==> config.mk <==
export PLATFORM = sky130hd
export DESIGN_NAME = rv32i_execute_stage_core
export DESIGN_NICKNAME = d
export VERILOG_FILES = /design/src/hw/rtl/rv32x_pkg.sv /design/src/hw/rtl/rv32i_execute_stage_core.sv
export SDC_FILE = /design/constraint.sdc
export NUM_CORES = 1
export LEC_CHECK = 0
export BUFFER_PORTS_ARGS = -buffer_cell sky130_fd_sc_hd__buf_2
export CAP_MARGIN = 30
export CORE_ASPECT_RATIO = 1.25
export CORE_UTILIZATION = 30
export CTS_CLUSTER_SIZE = 30
export DETAILED_ROUTE_END_ITERATION = 8
export PLACE_DENSITY = 0.53
export SYNTH_ARGS = -nofsm -noshare
export SYNTH_HDL_FRONTEND = slang
export SYNTH_SLANG_ARGS = --single-unit
export TNS_END_PERCENT = 1
==> constraint.sdc <==
create_clock -name clk -period 6.49 [get_ports clk]
set_input_delay 0.649 -clock clk [delete_from_list [all_inputs] [get_ports clk]]
set_output_delay 0.649 -clock clk [all_outputs]
set_load 0.005 [all_outputs]
==> src/hw/rtl/rv32x_pkg.sv <==
// Shared types and constants for the RV32I execute stage.
// Holds the operation codes and the packed item layouts; depends on nothing.
package rv32x_pkg;

  localparam int unsigned XLEN     = 32;
  localparam int unsigned OP_W     = 6;
  localparam int unsigned SHAMT_W  = 5;
  localparam int unsigned IN_W     = 136;  // 134 payload bits, padded to bytes
  localparam int unsigned OUT_W    = 104;  // 99 payload bits, padded to bytes

  localparam logic [XLEN-1:0] INSN_BYTES = 32'd4;

  typedef enum logic [OP_W-1:0] {
    OP_LUI   = 6'd0,  OP_AUIPC = 6'd1,  OP_JAL   = 6'd2,  OP_JALR  = 6'd3,
    OP_BEQ   = 6'd4,  OP_BNE   = 6'd5,  OP_BLT   = 6'd6,  OP_BGE   = 6'd7,
    OP_BLTU  = 6'd8,  OP_BGEU  = 6'd9,
    OP_LB    = 6'd10, OP_LH    = 6'd11, OP_LW    = 6'd12, OP_LBU   = 6'd13,
    OP_LHU   = 6'd14, OP_SB    = 6'd15, OP_SH    = 6'd16, OP_SW    = 6'd17,
    OP_ADDI  = 6'd18, OP_SLTI  = 6'd19, OP_SLTIU = 6'd20, OP_XORI  = 6'd21,
    OP_ORI   = 6'd22, OP_ANDI  = 6'd23, OP_SLLI  = 6'd24, OP_SRAI  = 6'd25,
    OP_SRLI  = 6'd26,
    OP_ADD   = 6'd27, OP_SUB   = 6'd28, OP_SLL   = 6'd29, OP_SLT   = 6'd30,
    OP_SLTU  = 6'd31, OP_XOR   = 6'd32, OP_OR    = 6'd33, OP_AND   = 6'd34,
    OP_SRA   = 6'd35, OP_SRL   = 6'd36, OP_UNSUP = 6'd37
  } op_t;

  // Input item, last field in the lowest bits.
  typedef struct packed {
    logic [XLEN-1:0] immediate;
    logic [XLEN-1:0] src2_value;
    logic [XLEN-1:0] src1_value;
    logic [XLEN-1:0] pc;
    logic [OP_W-1:0] op;
  } in_item_t;

  // Result item, last field in the lowest bits.
  typedef struct packed {
    logic            illegal;
    logic            mem_access;
    logic [XLEN-1:0] eff_address;
    logic [XLEN-1:0] next_pc;
    logic            dest_write;
    logic [XLEN-1:0] dest_value;
  } res_item_t;

endpackage

==> src/hw/rtl/rv32i_execute_stage_core.sv <==
// RV32I execute stage: ALU, branch resolution, jump targets and load/store address.
// Depends on rv32x_pkg for operation codes and item layouts.
// An accepted item is registered in stage 1, then its result in stage 2, which drives
// out_tvalid. Takes one item per cycle while out_tready stays high.
// Stage 1 registers the accepted item, stage 2 registers the computed result; the
// adders, comparators and barrel shifter sit between them.
// Reset (rst_n low, synchronous) empties both stages; payload registers keep their data.
module rv32i_execute_stage_core (
  input  logic                          clk,
  input  logic                          rst_n,
  // in_tdata, lowest bit up: op[5:0], pc[37:6], src1_value[69:38],
  // src2_value[101:70], immediate[133:102], zero pad[135:134]
  input  logic                          in_tvalid,
  output logic                          in_tready,
  input  logic [rv32x_pkg::IN_W-1:0]    in_tdata,
  // out_tdata, lowest bit up: dest_value[31:0], dest_write[32], next_pc[64:33],
  // eff_address[96:65], mem_access[97], illegal[98], zero pad[103:99]
  output logic                          out_tvalid,
  input  logic                          out_tready,
  output logic [rv32x_pkg::OUT_W-1:0]   out_tdata
);

  localparam int unsigned IN_BITS  = $bits(rv32x_pkg::in_item_t);
  localparam int unsigned OUT_BITS = $bits(rv32x_pkg::res_item_t);

  // Stage 1: accepted item
  logic                  s1_vld_r;
  rv32x_pkg::in_item_t   s1_item_r;
  // Stage 2: finished result
  logic                  s2_vld_r;
  rv32x_pkg::res_item_t  s2_res_r;
  rv32x_pkg::res_item_t  s2_res_nxt;

  logic s2_free;
  logic s1_adv;

  // Result stage frees up when empty or being drained this cycle; the item stage
  // advances into it then, so a new item can enter in every cycle while the output is not stalled.
  assign s2_free   = !s2_vld_r || out_tready;
  assign s1_adv    = s1_vld_r && s2_free;
  assign in_tready = !s1_vld_r || s2_free;

  always_ff @(posedge clk) begin
    if (!rst_n) begin
      s1_vld_r <= 1'b0;
      s2_vld_r <= 1'b0;
    end else begin
      if (in_tready) begin
        s1_vld_r <= in_tvalid;
      end
      if (s2_free) begin
        s2_vld_r <= s1_vld_r;
      end
    end
  end

  // Payload: hold while stalled, load on advance
  always_ff @(posedge clk) begin
    if (in_tready && in_tvalid) begin
      s1_item_r <= rv32x_pkg::in_item_t'(in_tdata[IN_BITS-1:0]);
    end
    if (s1_adv) begin
      s2_res_r <= s2_res_nxt;
    end
  end

  // ---------------------------------------------------------------------------
  // Execute logic
  // ---------------------------------------------------------------------------
  logic [31:0] a, b, imm, pc;
  logic [31:0] seq_pc, br_target, a_plus_imm;
  logic [4:0]  shamt_i, shamt_r;
  logic        lt_s_ab, lt_u_ab, lt_s_ai, lt_u_ai, take;

  assign a          = s1_item_r.src1_value;
  assign b          = s1_item_r.src2_value;
  assign imm        = s1_item_r.immediate;
  assign pc         = s1_item_r.pc;
  assign seq_pc     = pc + rv32x_pkg::INSN_BYTES;
  assign br_target  = pc + imm;
  assign a_plus_imm = a + imm;
  assign shamt_i    = imm[rv32x_pkg::SHAMT_W-1:0];
  assign shamt_r    = b[rv32x_pkg::SHAMT_W-1:0];
  assign lt_s_ab    = $signed(a) < $signed(b);
  assign lt_u_ab    = a < b;
  assign lt_s_ai    = $signed(a) < $signed(imm);
  assign lt_u_ai    = a < imm;

  always_comb begin
    s2_res_nxt             = '0;
    s2_res_nxt.dest_write  = 1'b1;
    s2_res_nxt.next_pc     = seq_pc;
    take                   = 1'b0;

    unique case (rv32x_pkg::op_t'(s1_item_r.op))
      rv32x_pkg::OP_LUI:   s2_res_nxt.dest_value = imm;
      rv32x_pkg::OP_AUIPC: s2_res_nxt.dest_value = br_target;
      rv32x_pkg::OP_JAL: begin
        s2_res_nxt.dest_value = seq_pc;
        s2_res_nxt.next_pc    = br_target;
      end
      rv32x_pkg::OP_JALR: begin
        s2_res_nxt.dest_value = seq_pc;
        s2_res_nxt.next_pc    = {a_plus_imm[31:1], 1'b0};  // drop bit 0
      end
      rv32x_pkg::OP_BEQ, rv32x_pkg::OP_BNE, rv32x_pkg::OP_BLT,
      rv32x_pkg::OP_BGE, rv32x_pkg::OP_BLTU, rv32x_pkg::OP_BGEU: begin
        unique case (rv32x_pkg::op_t'(s1_item_r.op))
          rv32x_pkg::OP_BEQ:  take = (a == b);
          rv32x_pkg::OP_BNE:  take = (a != b);
          rv32x_pkg::OP_BLT:  take = lt_s_ab;
          rv32x_pkg::OP_BGE:  take = !lt_s_ab;
          rv32x_pkg::OP_BLTU: take = lt_u_ab;
          default:            take = !lt_u_ab;
        endcase
        s2_res_nxt.dest_write = 1'b0;
        s2_res_nxt.next_pc    = take ? br_target : seq_pc;
      end
      rv32x_pkg::OP_LB, rv32x_pkg::OP_LH, rv32x_pkg::OP_LW, rv32x_pkg::OP_LBU,
      rv32x_pkg::OP_LHU, rv32x_pkg::OP_SB, rv32x_pkg::OP_SH, rv32x_pkg::OP_SW: begin
        // Loaded data arrives later; this stage only forms the address
        s2_res_nxt.dest_write  = 1'b0;
        s2_res_nxt.eff_address = a_plus_imm;
        s2_res_nxt.mem_access  = 1'b1;
      end
      rv32x_pkg::OP_ADDI:  s2_res_nxt.dest_value = a_plus_imm;
      rv32x_pkg::OP_SLTI:  s2_res_nxt.dest_value = {31'd0, lt_s_ai};
      rv32x_pkg::OP_SLTIU: s2_res_nxt.dest_value = {31'd0, lt_u_ai};
      rv32x_pkg::OP_XORI:  s2_res_nxt.dest_value = a ^ imm;
      rv32x_pkg::OP_ORI:   s2_res_nxt.dest_value = a | imm;
      rv32x_pkg::OP_ANDI:  s2_res_nxt.dest_value = a & imm;
      rv32x_pkg::OP_SLLI:  s2_res_nxt.dest_value = a << shamt_i;
      rv32x_pkg::OP_SRAI:  s2_res_nxt.dest_value = $unsigned($signed(a) >>> shamt_i);
      rv32x_pkg::OP_SRLI:  s2_res_nxt.dest_value = a >> shamt_i;
      rv32x_pkg::OP_ADD:   s2_res_nxt.dest_value = a + b;
      rv32x_pkg::OP_SUB:   s2_res_nxt.dest_value = a - b;
      rv32x_pkg::OP_SLL:   s2_res_nxt.dest_value = a << shamt_r;
      rv32x_pkg::OP_SLT:   s2_res_nxt.dest_value = {31'd0, lt_s_ab};
      rv32x_pkg::OP_SLTU:  s2_res_nxt.dest_value = {31'd0, lt_u_ab};
      rv32x_pkg::OP_XOR:   s2_res_nxt.dest_value = a ^ b;
      rv32x_pkg::OP_OR:    s2_res_nxt.dest_value = a | b;
      rv32x_pkg::OP_AND:   s2_res_nxt.dest_value = a & b;
      rv32x_pkg::OP_SRA:   s2_res_nxt.dest_value = $unsigned($signed(a) >>> shamt_r);
      rv32x_pkg::OP_SRL:   s2_res_nxt.dest_value = a >> shamt_r;
      default: begin
        // Unsupported and unknown codes: flag and fall through to pc + 4
        s2_res_nxt.dest_write = 1'b0;
        s2_res_nxt.illegal    = 1'b1;
      end
    endcase
  end

  assign out_tvalid = s2_vld_r;
  assign out_tdata  = {{(rv32x_pkg::OUT_W - OUT_BITS){1'b0}}, s2_res_r};

endmodule
# Word level (Yosys, flattened, before mapping)
# Index checks and enable logic that the tools add are counted.
# word_totals
elab_cells	94
out_inout_bits	106
input_bits	140
ff_bits	235
# op_classes
n_lt_le_gt_ge	4
shift	6
mux	8
addsub	5
reduce_logical	14
n_bitwise	6
n_eq_ne	38
# op_table
operator	count
one-hot mux 32 bit (22 select lines)	1
less-than comparator 32 bit	4
adder 32 bit	3
== test 6 x 5 -> 1 bit (second input constant)	16
one-hot mux 32 bit (3 select lines)	1
bitwise AND 32 bit	2
OR 32 bit	2
left shift 32 x 5 -> 32 bit	2
right shift 32 x 5 -> 32 bit	2
>>> shifter 32 x 5 -> 32 bit	2
XOR 32 bit	2
== test 6 x 4 -> 1 bit (second input constant)	8
OR reduction 37 bit	1
two-way mux 33 bit	1
adder 32 x 3 -> 32 bit (second input constant)	1
== test 32 bit	1
two-way mux 32 bit	1
!= test 32 bit	1
subtractor 32 bit	1
== test 6 bit (second input constant)	5
== test 6 x 3 -> 1 bit (second input constant)	4
OR reduction 23 bit	1
== test 6 x 2 -> 1 bit (second input constant)	2
OR reduction 8 bit	1
9 further kinds	16

# Depth between registers and ports, before layout
# logic_depth
ltp_word	6
ltp_mapped	15

# Worst setup path before layout
# OpenSTA, ideal clock, no wires.
# synth_path
kind	in2reg
start	in out_tready
end	reg s2_res_r, in the netlist out_tdata[0] (enable)
path_buffers	0
path_stages	2
setup_slack_ps	807
t_required_ps	5920
arrival_time_ps	5113
path_cell_list	nor2b_1 nor2b_1
# synth_between
elab_chain_cells	2
# synth_lines
element	line	source
start: declaration	rv32i_execute_stage_core.sv:19	input logic out_tready,
logical OR 1 bit	rv32i_execute_stage_core.sv:39	assign s2_free = !s2_vld_r || out_tready;
logical AND 1 bit	rv32i_execute_stage_core.sv:40	assign s1_adv = s1_vld_r && s2_free;
net s1_adv	rv32i_execute_stage_core.sv:35	logic s1_adv;
end signal: assignment	rv32i_execute_stage_core.sv:63	s2_res_r <= s2_res_nxt;
end: declaration	rv32i_execute_stage_core.sv:31	rv32x_pkg::res_item_t s2_res_r;
# The timed path passes the listed nets, and every way through them passes these cells.
# A chain may end at the register's enable or synchronous reset.

==> results.cfg <==
[run_status]
status = completed

[clock_network]
cts_tree = done
cts_buffers = 26
clk_latency_ns = 0.63
clkTransAtPathRegs_ns = 0.07
cts_resized = 0
cts_sinks = 235
cts-root-buf = clkbuf_16
holdBufCountCts = 0
postCtsSetupBuffers = 0
clockBufferDepth = 3
ctsHtreeMaxLevel = 1

[pwr]
seqPwrFrac = 0.348
p_total_mw = 5.463
ir_drop_uv = 195.6
swShare = 0.3981
p_leak_nw = 11.50
p_int_mw = 3.289
clock_power_share = 0.283
p_sw_mw = 2.175
pwr-share-comb = 0.369
p_per_area_nw_per_um2 = 186.4

[job]
max_cap_violations = 0

[placed_design]
gp_congestion = 1.103
pre_cts_slack_ns = 1.387
placed_cells = 4353
hpwlAfterDp_um = 115300
portBuffers = 238

[floorplan]
die_y_um = 329.0
die_w_um = 263.6
core_area_sq_um = 84420
start_util = 0.3040
io-pin-count = 246
die_area_sq_um = 86720
rows = 119

[route]
vias = 28460
drc = 0
wl_um = 147300
drtIter0Drc = 3782
post_drt_wl_per_cell_um = 33.44
viasPerCell = 6.462
dr.pass1.iters = 7
ant_nets = 0

[synthesis]
async_flop_share = 0
synth_warnings = 0
synth_compound_area_frac = 0.2825
syn_inst = 3105
yosysTopAreaCellShare = 0.2727
synthAdderAreaFrac = 0.08016
synth-xor-area-share = 0.04096
yosys.area.top_type = edfxtp_1
synth_area_per_cell_sq_um = 8.264
synth_edf_count = 233
synth.area.top_cells = edfxtp_1, ha_1, a21oi_1
synth_simple_gate_area_frac = 0.1887
syn_area_sq_um = 25660
muxShareOfSynthArea = 0.07792
synth_top_family_by_area = compound AO/OA/AOI/OAI gates
synth_flop_cell = edfxtp_1
yosysSeqAreaShare = 0.2742
synth.distinct_cells = 101
synth_seq_cells = 235

[worst_setup_path]
cp_data_required_time_ns = 6.81
worst_setup_path_start_kind = register
arrival_ns = 5.61
endpoint_kind = register
crit_fanout = 25
crit_type = reg -> reg

[timing]
period_needed_ns = 5.293
worstMarginPinSlew_ns = 1.168
tns_ns = 0
fin_hold_ws_ns = 0.1896
fin_ws_ns = 1.197
relSlewSlack = 0.2196
skew_ns = 0.03494
finalSetupViolations = 0
hold_violations = 0
slew_violations = 0
min_period_over_period = 0.8156
fmax_mhz = 188.9
rsz0062_at_grt = false

[grt]
antenna_found_initial = 12
grt_busiest_layer = met2
grt_max_degree = 56
grt_first_pass_wirelength_um = 203900
grt-ovfl-total = 0
met3_usage = 0.06646
met2_usage = 0.5166
grt.total_usage = 0.3283
grt_pass1_vias = 26820
met1_usage = 0.4018

[worst_hold_path]
hold_class = in -> reg

[layout]
drive_gt1_frac = 0.1577
final_common_cell = nand2_1
final_cell_mix = nand2_1, a21oi_1, buf_2
nFillCells = 8818
regArea_sq_um = 7037
multi_input_area_sq_um = 17280
area_growth_pct = 14.22
instances_no_fill = 4404
layout.nets = 3594
[critical path, cell delays in order, from the launching register on]
cell	delay, ns
edfxtp_1	0.89
and4b_1	0.61
nand3_1	0.39
nand2_2	0.34
buf_4	0.36
mux4_2	0.57
mux2_2	0.36
nor2_1	0.11
a2111oi_0	0.08
or4_1	0.67
or4_1	0.60
[sequential cells by signal, indices dropped and copies added, names as in the netlist]
register    flops
imm            32
s1_item_r       6
b              32
out_tvalid      1
pc             32
out_tdata      99
s1_vld_r        1
a              32
[power groups by stage]
| stage | combinational [mW] | clock [mW] | sequential, mW |
|---|---|---|---|
| 6_report | 2.02 | 1.54 | 1.90 |
| 5_1_grt | 2.10 | 1.63 | 1.91 |
| 4_1_cts | 1.94 | 1.58 | 1.90 |
| 3_5_place_dp | 1.93 | 0 | 1.93 |
| 3_3_place_gp | 1.94 | 0 | 1.93 |
| 2_1_floorplan | 1.17 | 0 | 1.89 |
[path summary, 6_finish.rpt]
path | from | to | slack (ns) | depth (start not counted)
setup / recovery | s1_item_r[2]$_DFFE_PP_ | out_tdata[20]$_DFFE_PP_ | 1.20 | 10
hold / removal | in_tdata[9] | pc[3]$_DFFE_PP_ | 0.19 | 1
setup reg to reg | s1_item_r[2]$_DFFE_PP_ | out_tdata[20]$_DFFE_PP_ | 1.20 | 10
hold reg to reg | s1_vld_r$_SDFFE_PN0N_ | out_tvalid$_SDFFE_PN0P_ | 0.54 | 1
[stage by stage]
stage	cell area (sq um)	util
after floorplan	25680	-
after global placement	28410	0.3365
after detailed placement	28440	0.3369
after CTS	29300	0.3471
after global routing	29310	0.3471
final	29310	0.3472
[cell usage after synthesis (11+ instances only)]
library cell	count
nand3_1	123
or4_1	11
o21ai_0	174
a221oi_1	27
mux2i_1	121
a211oi_1	78
a2111oi_0	23
and2_1	28
ha_1	158
edfxtp_1	233
buf_1	16
nor2b_1	40
nor4_1	31
xor2_1	43
o21a_1	16
buf_2	27
or3_1	18
clkbuf_1	171
mux2_2	22
nand2_1	264
a21boi_0	12
o221ai_1	35
xnor2_1	77
inv_1	129
o21ai_1	22
mux4_2	23
o22ai_1	38
nor2_1	236
a31oi_1	34
o2111ai_1	14
o211ai_1	47
o31ai_1	19
a211o_1	18
a21o_1	42
nand2b_1	43
nand4_1	40
nor3_1	78
a22oi_1	46
a21oi_1	259
a221o_1	13
o21bai_1	26
and3_1	29
[cells by family after synthesis]
logic type / count (synthesis)
other: 1
buffers and inverters: 355
AOI/OAI and AO/OA: 1073
DFF: 235
xor gates and xnor gates: 120
and+or+nand+nor: 992
muxes: 167
adders and majority gates: 162
[final cells by class]
cell class,instances,share of cell area
Clock inverter,19,0.006190
Timing Repair Buffer,380,0.07752
Clock buffer,28,0.02318
Sequential cell,235,0.2401
Tap cell,1089,0.04649
Inverter,130,0.01665
Multi-Input combinational cell,2519,0.5895
Antenna cell,4,0.0003415
[per-layer routing]
layer | share of wire | wire length, um
met1 | 0.38 | 56200
met2 | 0.44 | 65220
met3 | 0.092 | 13610
met4 | 0.082 | 12130
met5 | 0.00077 | 114
Note: power is estimated with default switching activity, not from simulation.
